<file path="config.mk">
export PLATFORM = sky130hd
export DESIGN_NAME = gcd_lcm_unit_flat
export DESIGN_NICKNAME = d
export VERILOG_FILES = /design/src/hdl/gcd_pkg.sv /design/src/hdl/gcd_req_if.sv /design/src/hdl/gcd_rsp_if.sv /design/src/hdl/gcd_lcm_unit.sv /design/src/hdl/gcd_ctrl.sv /design/src/hdl/gcd_dp.sv /design/src/flat_wrapper.sv
export SDC_FILE = /design/constraint.sdc
export NUM_CORES = 1
export LEC_CHECK = 0
export BUFFER_PORTS_ARGS = -buffer_cell sky130_fd_sc_hd__buf_2
export CORE_MARGIN = 2
export CORE_UTILIZATION = 60
export CTS_CLUSTER_SIZE = 25
export DETAILED_ROUTE_END_ITERATION = 12
export GPL_TIMING_DRIVEN = 0
export PLACE_DENSITY = 0.78
export SLEW_MARGIN = 15
export SYNTH_ARGS = -nofsm -noshare
export SYNTH_HDL_FRONTEND = slang
export SYNTH_SLANG_ARGS = --single-unit
</file>
<file path="constraint.sdc">
create_clock -name clk -period 5.8 [get_ports clk]
set_input_delay 1.16 -clock clk [delete_from_list [all_inputs] [get_ports clk]]
set_output_delay 1.16 -clock clk [all_outputs]
set_load 0.02 [all_outputs]
</file>
<file path="src/hdl/gcd_pkg.sv">
// shared command and status types for the gcd/lcm unit
package gcd_pkg;

  // width of the operand and result fields on the ports
  localparam int FIELD_W = 32;

  // commands from the controller to the datapath
  typedef struct packed {
    logic load;        // capture a new request word
    logic halve_both;  // strip a common factor of two
    logic reduce;      // one binary reduction step
    logic latch_gcd;   // store divisor, set up the divide
    logic div_step;    // one restoring divide step
    logic div_last;    // last divide step, clears the accumulator
    logic mul_step;    // one shift-add multiply step
    logic load_out;    // write the result register
  } cmd_t;

  // status from the datapath to the controller
  typedef struct packed {
    logic zero;    // an operand is zero
    logic x_odd;
    logic y_odd;
    logic equal;   // x equals y
    logic op_lcm;  // request asks for the multiple
  } sts_t;

endpackage

</file>
<file path="src/hdl/gcd_req_if.sv">
// request channel: operation selector and two operands
interface gcd_req_if;
  import gcd_pkg::*;

  logic               valid;
  logic               ready;
  logic               req_type;
  logic [FIELD_W-1:0] operand_a;
  logic [FIELD_W-1:0] operand_b;

  modport source (output valid, output req_type, output operand_a, output operand_b,
                  input ready);
  modport sink (input valid, input req_type, input operand_a, input operand_b,
                output ready);
endinterface

</file>
<file path="src/hdl/gcd_rsp_if.sv">
// response channel: result value and overflow flag
interface gcd_rsp_if;
  import gcd_pkg::*;

  logic               valid;
  logic               ready;
  logic [FIELD_W-1:0] result_value;
  logic               overflow;

  modport source (output valid, output result_value, output overflow, input ready);
  modport sink (input valid, input result_value, input overflow, output ready);
endinterface

</file>
<file path="src/hdl/gcd_lcm_unit.sv">
// top level of the greatest common divisor / lowest common multiple unit
// sequence: a zero operand goes straight to the result; the divisor takes the common-twos
// strip plus the binary reduction loop; the multiple adds the bit-serial divide and the
// bit-serial multiply
// one request at a time; the next word is taken the cycle after the result is loaded
// reset clears the state machine and the response valid flag; no memory to clear
module gcd_lcm_unit
  import gcd_pkg::*;
#(
  parameter int WIDTH = 32
) (
  input  logic     clk,
  input  logic     rst,
  gcd_req_if.sink  req,
  gcd_rsp_if.source rsp
);

  cmd_t             cmd;
  sts_t             sts;
  logic [WIDTH-1:0] in_a, in_b, out_value;
  logic             out_ovf;

  // operands taken modulo 2^WIDTH
  assign in_a = WIDTH'(req.operand_a);
  assign in_b = WIDTH'(req.operand_b);

  assign rsp.result_value = FIELD_W'(out_value);
  assign rsp.overflow     = out_ovf;

  // sequencer
  gcd_ctrl #(
    .WIDTH (WIDTH)
  ) u_ctrl (
    .clk       (clk),
    .rst       (rst),
    .req_valid (req.valid),
    .req_ready (req.ready),
    .rsp_valid (rsp.valid),
    .rsp_ready (rsp.ready),
    .sts       (sts),
    .cmd       (cmd)
  );

  // arithmetic
  gcd_dp #(
    .WIDTH (WIDTH)
  ) u_dp (
    .clk       (clk),
    .cmd       (cmd),
    .sts       (sts),
    .in_type   (req.req_type),
    .in_a      (in_a),
    .in_b      (in_b),
    .out_value (out_value),
    .out_ovf   (out_ovf)
  );

endmodule

</file>
<file path="src/hdl/gcd_ctrl.sv">
// controller state machine for the gcd/lcm unit
module gcd_ctrl
  import gcd_pkg::*;
#(
  parameter int WIDTH = 32
) (
  input  logic clk,
  input  logic rst,
  input  logic req_valid,
  output logic req_ready,
  output logic rsp_valid,
  input  logic rsp_ready,
  input  sts_t sts,
  output cmd_t cmd
);

  localparam int CW = $clog2(WIDTH);

  typedef enum logic [5:0] {
    S_IDLE   = 6'b000001,
    S_TWOS   = 6'b000010,
    S_REDUCE = 6'b000100,
    S_DIV    = 6'b001000,
    S_MUL    = 6'b010000,
    S_DONE   = 6'b100000
  } state_t;

  state_t        state, state_next;
  logic [CW-1:0] cnt, cnt_next;
  logic          rsp_valid_next;
  logic          cnt_last;

  assign cnt_last  = (cnt == CW'(WIDTH - 1));
  assign req_ready = (state == S_IDLE);

  // next state, step counter and commands
  always_comb begin
    state_next = state;
    cnt_next   = cnt;
    cmd        = '0;
    case (state)
      S_IDLE: begin
        if (req_valid) begin
          cmd.load   = 1'b1;
          state_next = S_TWOS;
        end
      end
      S_TWOS: begin
        if (sts.zero) begin
          state_next = S_DONE;
        end else if (sts.x_odd || sts.y_odd) begin
          state_next = S_REDUCE;
        end else begin
          cmd.halve_both = 1'b1;
        end
      end
      S_REDUCE: begin
        if (sts.x_odd && sts.y_odd && sts.equal) begin
          cmd.latch_gcd = 1'b1;
          cnt_next      = '0;
          state_next    = sts.op_lcm ? S_DIV : S_DONE;
        end else begin
          cmd.reduce = 1'b1;
        end
      end
      S_DIV: begin
        cmd.div_step = 1'b1;
        cnt_next     = cnt + 1'b1;
        if (cnt_last) begin
          cmd.div_last = 1'b1;
          cnt_next     = '0;
          state_next   = S_MUL;
        end
      end
      S_MUL: begin
        cmd.mul_step = 1'b1;
        cnt_next     = cnt + 1'b1;
        if (cnt_last) begin
          cnt_next   = '0;
          state_next = S_DONE;
        end
      end
      S_DONE: begin
        if (!rsp_valid || rsp_ready) begin
          cmd.load_out = 1'b1;
          state_next   = S_IDLE;
        end
      end
      default: begin
        state_next = S_IDLE;
      end
    endcase
  end

  // response valid flag
  always_comb begin
    rsp_valid_next = rsp_valid;
    if (cmd.load_out) begin
      rsp_valid_next = 1'b1;
    end else if (rsp_ready) begin
      rsp_valid_next = 1'b0;
    end
  end

  // control registers
  always_ff @(posedge clk) begin
    if (rst) begin
      state     <= S_IDLE;
      cnt       <= '0;
      rsp_valid <= 1'b0;
    end else begin
      state     <= state_next;
      cnt       <= cnt_next;
      rsp_valid <= rsp_valid_next;
    end
  end

endmodule

</file>
<file path="src/hdl/gcd_dp.sv">
// datapath: binary gcd reduction, serial divide and serial multiply
module gcd_dp
  import gcd_pkg::*;
#(
  parameter int WIDTH = 32
) (
  input  logic             clk,
  input  cmd_t             cmd,
  output sts_t             sts,
  input  logic             in_type,
  input  logic [WIDTH-1:0] in_a,
  input  logic [WIDTH-1:0] in_b,
  output logic [WIDTH-1:0] out_value,
  output logic             out_ovf
);

  localparam int CW = $clog2(WIDTH);

  logic [WIDTH-1:0] x, y, g, acc, quo, a_keep, b_keep;
  logic [CW-1:0]    k;
  logic             op;

  logic [WIDTH:0]   dxy, dyx, trial, sum;
  logic [WIDTH-1:0] res_value;
  logic             res_ovf;

  // differences for the reduction step
  assign dxy = {1'b0, x} - {1'b0, y};
  assign dyx = {1'b0, y} - {1'b0, x};

  // restoring divide trial and shift-add sum
  assign trial = {acc, quo[WIDTH-1]} - {1'b0, g};
  assign sum   = {1'b0, acc} + (quo[0] ? {1'b0, b_keep} : '0);

  // status to the controller
  assign sts.zero   = (a_keep == '0) || (b_keep == '0);
  assign sts.x_odd  = x[0];
  assign sts.y_odd  = y[0];
  assign sts.equal  = (x == y);
  assign sts.op_lcm = op;

  // result selection
  always_comb begin
    res_value = g;
    res_ovf   = 1'b0;
    if (sts.zero) begin
      res_value = op ? '0 : (a_keep | b_keep);
    end else if (op) begin
      res_value = quo;
      res_ovf   = |acc;
    end
  end

  // working registers
  always_ff @(posedge clk) begin
    if (cmd.load) begin
      x      <= in_a;
      y      <= in_b;
      a_keep <= in_a;
      b_keep <= in_b;
      op     <= in_type;
      k      <= '0;
    end else if (cmd.halve_both) begin
      x <= x >> 1;
      y <= y >> 1;
      k <= k + 1'b1;
    end else if (cmd.reduce) begin
      if (x[0] && y[0]) begin
        // both odd: halve the difference into the larger one
        if (dxy[WIDTH]) begin
          y <= dyx[WIDTH:1];
        end else begin
          x <= dxy[WIDTH:1];
        end
      end else begin
        if (!x[0]) begin
          x <= x >> 1;
        end
        if (!y[0]) begin
          y <= y >> 1;
        end
      end
    end else if (cmd.latch_gcd) begin
      g   <= x << k;
      acc <= '0;
      quo <= a_keep;
    end else if (cmd.div_step) begin
      quo <= {quo[WIDTH-2:0], ~trial[WIDTH]};
      if (cmd.div_last) begin
        acc <= '0;
      end else if (!trial[WIDTH]) begin
        acc <= trial[WIDTH-1:0];
      end else begin
        acc <= {acc[WIDTH-2:0], quo[WIDTH-1]};
      end
    end else if (cmd.mul_step) begin
      acc <= sum[WIDTH:1];
      quo <= {sum[0], quo[WIDTH-1:1]};
    end
  end

  // output word register
  always_ff @(posedge clk) begin
    if (cmd.load_out) begin
      out_value <= res_value;
      out_ovf   <= res_ovf;
    end
  end

endmodule

</file>
<file path="src/flat_wrapper.sv">
// flat-port wrapper written by rule: the top's interface ports become plain ports
module gcd_lcm_unit_flat import gcd_pkg::*;
#(
  parameter int WIDTH = 32
)
  (clk, rst, req_valid, req_req_type, req_operand_a, req_operand_b, req_ready, rsp_valid, rsp_result_value, rsp_overflow, rsp_ready);
  gcd_req_if req_i ();
  gcd_rsp_if rsp_i ();
  input  logic clk;
  input  logic rst;
  input wire logic [$bits(req_i.valid)-1:0] req_valid;
  input wire logic [$bits(req_i.req_type)-1:0] req_req_type;
  input wire logic [$bits(req_i.operand_a)-1:0] req_operand_a;
  input wire logic [$bits(req_i.operand_b)-1:0] req_operand_b;
  output wire logic [$bits(req_i.ready)-1:0] req_ready;
  output wire logic [$bits(rsp_i.valid)-1:0] rsp_valid;
  output wire logic [$bits(rsp_i.result_value)-1:0] rsp_result_value;
  output wire logic [$bits(rsp_i.overflow)-1:0] rsp_overflow;
  input wire logic [$bits(rsp_i.ready)-1:0] rsp_ready;
  assign req_i.valid = req_valid;
  assign req_i.req_type = req_req_type;
  assign req_i.operand_a = req_operand_a;
  assign req_i.operand_b = req_operand_b;
  assign req_ready = req_i.ready;
  assign rsp_valid = rsp_i.valid;
  assign rsp_result_value = rsp_i.result_value;
  assign rsp_overflow = rsp_i.overflow;
  assign rsp_i.ready = rsp_ready;
  gcd_lcm_unit #(.WIDTH(WIDTH)) u_core (.clk(clk), .rst(rst), .req(req_i), .rsp(rsp_i));
endmodule
</file>
==> summary.md <==
| Metric | Value |
|---|---|
| CTS tree | built |
| Cell variety after synth | 90 |
| Data arrival time of the critical path | 5.20 ns |
| RSZ-0062 raised after global routing | false |
| CP max stage cell | nor4_1 |
| # DRC | 0 |
| CTS Buf Count | 29 |
| Core area | around 34000 um^2 |
| Setup TNS | 0 ns |
| Commonest non-fill, non-tap cell in the layout | edfxtp_1 |
| Number of flops mapped to enable cells by yosys | 258 |
| Main synth FF type | edfxtp_1 |
| Peak fanout along the critical path | 10 |
| Share of layout cells above drive strength 1 | 0.103 |
| CTS Hold Bufs | 0 |
| Max-slew headroom | 0.207 |
| Clock Pin Slew Worst Setup and Hold Paths | 0.07 ns |
| Peak supply drop | 0.238 mV |
| Wire per inst | 23.9 um |
| Number of stages on the worst setup path | 9 |
| Buffers & Inverters on Critical Path | 3 |
| Initial Util | 0.606 |
| Initial antenna violation count | 0 |
| Psw | 2.47 mW |
| Avg Cell Area, Syn | 9.23 um^2 |
| Post-route minimum period | 4.92 ns |
| DIE AREA | ~36000 um^2 |
| MaxCap Viol Count | 0 |
| Endpoints failing hold | 0 |
| Clock H-tree levels | 1 |
| Cells after Synth | 2256 |
| Post-DP Area | 22100 um^2 |
| Tcrit/Tclk final | 0.848 |
| Ant diodes | 0 |
| CP Capture Type | register |
| Final non-filler cell area | around 23000 um^2 |
| Setup Skew | roughly 0.037 ns |
| Skew-Pair Late Insertion Delay | 0.59 ns |
| Worst-margin pin slew | 1.19 ns |
| WP data required | 6.08 ns |
| Max Freq | 203 MHz |
| Post-synth ARST share | 0 |
| Worst reg2reg path depth | 9 |
| Sequential share of power | 0.370 |
| Die W | 190 um |
| Sequential-to-total area share from yosys stat | 0.389 |
| Crit path kind | register to register |
| Commonest cells after routing, fill and taps aside | 258 x edfxtp_1, 210 x a21oi_1, 178 x nor2_1 |
| Synth Cell Area | 20800 um^2 |
| Crit path launch type | register |
| Top delay family on crit path | simple AND/OR/NAND/NOR gates |
| Post-synthesis mux area share | 0.0616 |
| Synthesis-stage register bit count | approximately 280 |
| GPL Wtd Cong | 1.00 |
| PwrDens | between 200 and 300 nW/um^2 |
| Row cnt | 68 |
| DIE HEIGHT | 190 um |
| Net count after synthesis | 2462 |
| GRT Overall Usage | 0.376 |
| Vias per inst | 6.60 |
| Clk network pwr share | 0.297 |
| Worst stage delay on the critical path | 0.96 ns |
| Root Driver | clkbuf_16 |
| Area Growth Syn to Fin | 11.0% |
| Area fraction in compound gates after synthesis | 0.211 |
| # resized after CTS | 0 |
| Final wirelength | 68700 um |
| Clock Sinks | 275 |
| Grt ovf | 0 |
| Switching Fraction | 0.359 |
| Combinational power share | 0.332 |
| I/O Pins | 104 |
| DR vias | 18.9k |
| Adder-Cell Fraction of Synth Area | 0.0838 |
| Xor/xnor share of the synthesized area | 0.0509 |
| Largest family of logic cells by synthesized area | compound AO/OA/AOI/OAI gates |
| Slew Limit Fails | 0 |
| Fin nets | 2602 |
| Vias in the first global route | about 18k |
| Post-Synth Simple-Gate Area | 0.155 |
| Int Power | 4.41 mW |
| Antenna Nets Post-Route | 0 |
| P_leak | 9.34 nW |
| DP HPWL | ~55000 um |
| Final setup fails | 0 |
| First-pass GRT wire length | 104000 um |
| Outcome | finished clean |
| Largest net degree at the start of global routing | 63 |
| Ys Warns | 0 |
| Crit path cell chain | inv_1 > ha_1 > clkbuf_1 > nand4_1 > nor4_1 > nand4_1 > nand2_1 > clkbuf_1 > o22ai_1 |
| Worst hold path depth | 2 |
| Post CTS Setup Buffer Count | 0 |
| Max clock buf depth | 3 |
| Drt first-iter violations | 1979 |
| First-pass DRT Iterations | 6 |
| Hold Crit Class | register to register |
| Input/output buffers | 103 |
-- power groups by stage --
stage                     Sequential, mW  Clock [mW]  Combinational, mW
after floorplan                     2.50           0               1.59
after global placement              2.58           0               2.16
after detailed placement            2.58           0               2.21
after CTS                           2.53        2.05               2.22
after global routing                2.55        2.11               2.46
final                               2.55        2.04               2.28
-- sequential cells by signal, indices dropped and copies added, names as in the netlist --
register and flops:
u_core.u_dp.a_keep 32, u_core.u_dp.acc 32, u_core.u_dp.b_keep 32, u_core.u_dp.g 32, u_core.u_dp.out_value 32, u_core.u_dp.quo 32, u_core.u_dp.x 32, u_core.u_dp.y 32
u_core.u_ctrl.state 6, u_core.u_ctrl.cnt 5, u_core.u_dp.k 5, u_core.u_ctrl.rsp_valid 1, u_core.u_dp.op 1, u_core.u_dp.out_ovf 1
-- final cells by class --
class / instances / area (um^2)
Multi-Input combinational cell: 1718 / 11700
Clock buffer: 31 / 733
Clock inverter: 22 / 300
Sequential cell: 275 / 8090
Fill cell: 2785 / 11300
Buffer: 128 / 524
Tap cell: 455 / 569
Inverter: 135 / 509
Timing Repair Buffer: 109 / 642
-- through the flow --
| step | worst slack [ns] | power [mW] | instances | hold slack [ns] | utilization |
|---|---|---|---|---|---|
| after detailed placement | 1.07 | 4.78 | 2820 | 0.493 | 0.642 |
| final | 0.881 | 6.87 | 2873 | 0.508 | 0.672 |
| after global routing | 0.864 | 7.13 | 2873 | 0.525 | 0.672 |
| after global placement | -1.85 | 4.74 | 2814 | 0.461 | 0.637 |
| after CTS | 1.06 | 6.80 | 2873 | 0.502 | 0.672 |
| after floorplan | 0.455 | 4.09 | 2256 | 0.452 | - |
-- cell families (layout without fill, tap and decap cells) --
group | after synthesis | count (layout)
muxes | 104 | 104
AOI/OAI and AO/OA | 692 | 692
buffers and inverters | 263 | 425
DFF | 275 | 275
and+or+nand+nor | 665 | 665
adders and majority gates | 137 | 137
xor gates and xnor gates | 120 | 120
-- tightest hold or removal path, delay by kind of cell (launching register included) --
kind / cells / cell delay (ns)
DFF: 1 / 0.32
AOI/OAI and AO/OA: 2 / 0.13
-- routing by layer --
metal	global-route usage	up-vias	wire length, um
li1	-	8657	-
met1	0.474	8921	26000
met2	0.631	1160	32300
met3	0.0447	210	6080
met4	0.211	0	4340
met5	0	-	0
-- synthesized netlist by cell type (33+ instances only) --
cell      count  area share
or3_1        39       0.012
xor2_1       47       0.020
nand3_1      78       0.019
o21ai_0     162       0.039
o22ai_1      45       0.014
a21oi_1     210       0.050
xnor2_1      72       0.030
inv_1       134       0.024
nand2_1     171       0.031
mux2i_1      83       0.040
o211ai_1     33       0.012
and2_1       45       0.014
clkbuf_1     86       0.016
edfxtp_1    258        0.37
nor2_1      179       0.032
a21o_1       61       0.022
ha_1        133       0.080
-- path summary, 6_finish.rpt --
path | startpoint | endpoint | slack, ns
setup / recovery | u_core.u_dp.x[18]$_DFFE_PP_ | u_core.u_dp.acc[18]$_SDFFCE_PP0P_ | 0.88
hold / removal | u_core.u_ctrl.cnt[3]$_SDFFE_PP0P_ | u_core.u_ctrl.cnt[3]$_SDFFE_PP0P_ | 0.51
setup reg to reg | u_core.u_dp.x[18]$_DFFE_PP_ | u_core.u_dp.acc[18]$_SDFFCE_PP0P_ | 0.88
hold reg to reg | u_core.u_ctrl.cnt[3]$_SDFFE_PP0P_ | u_core.u_ctrl.cnt[3]$_SDFFE_PP0P_ | 0.51
Power figures use the tool's default switching activity.
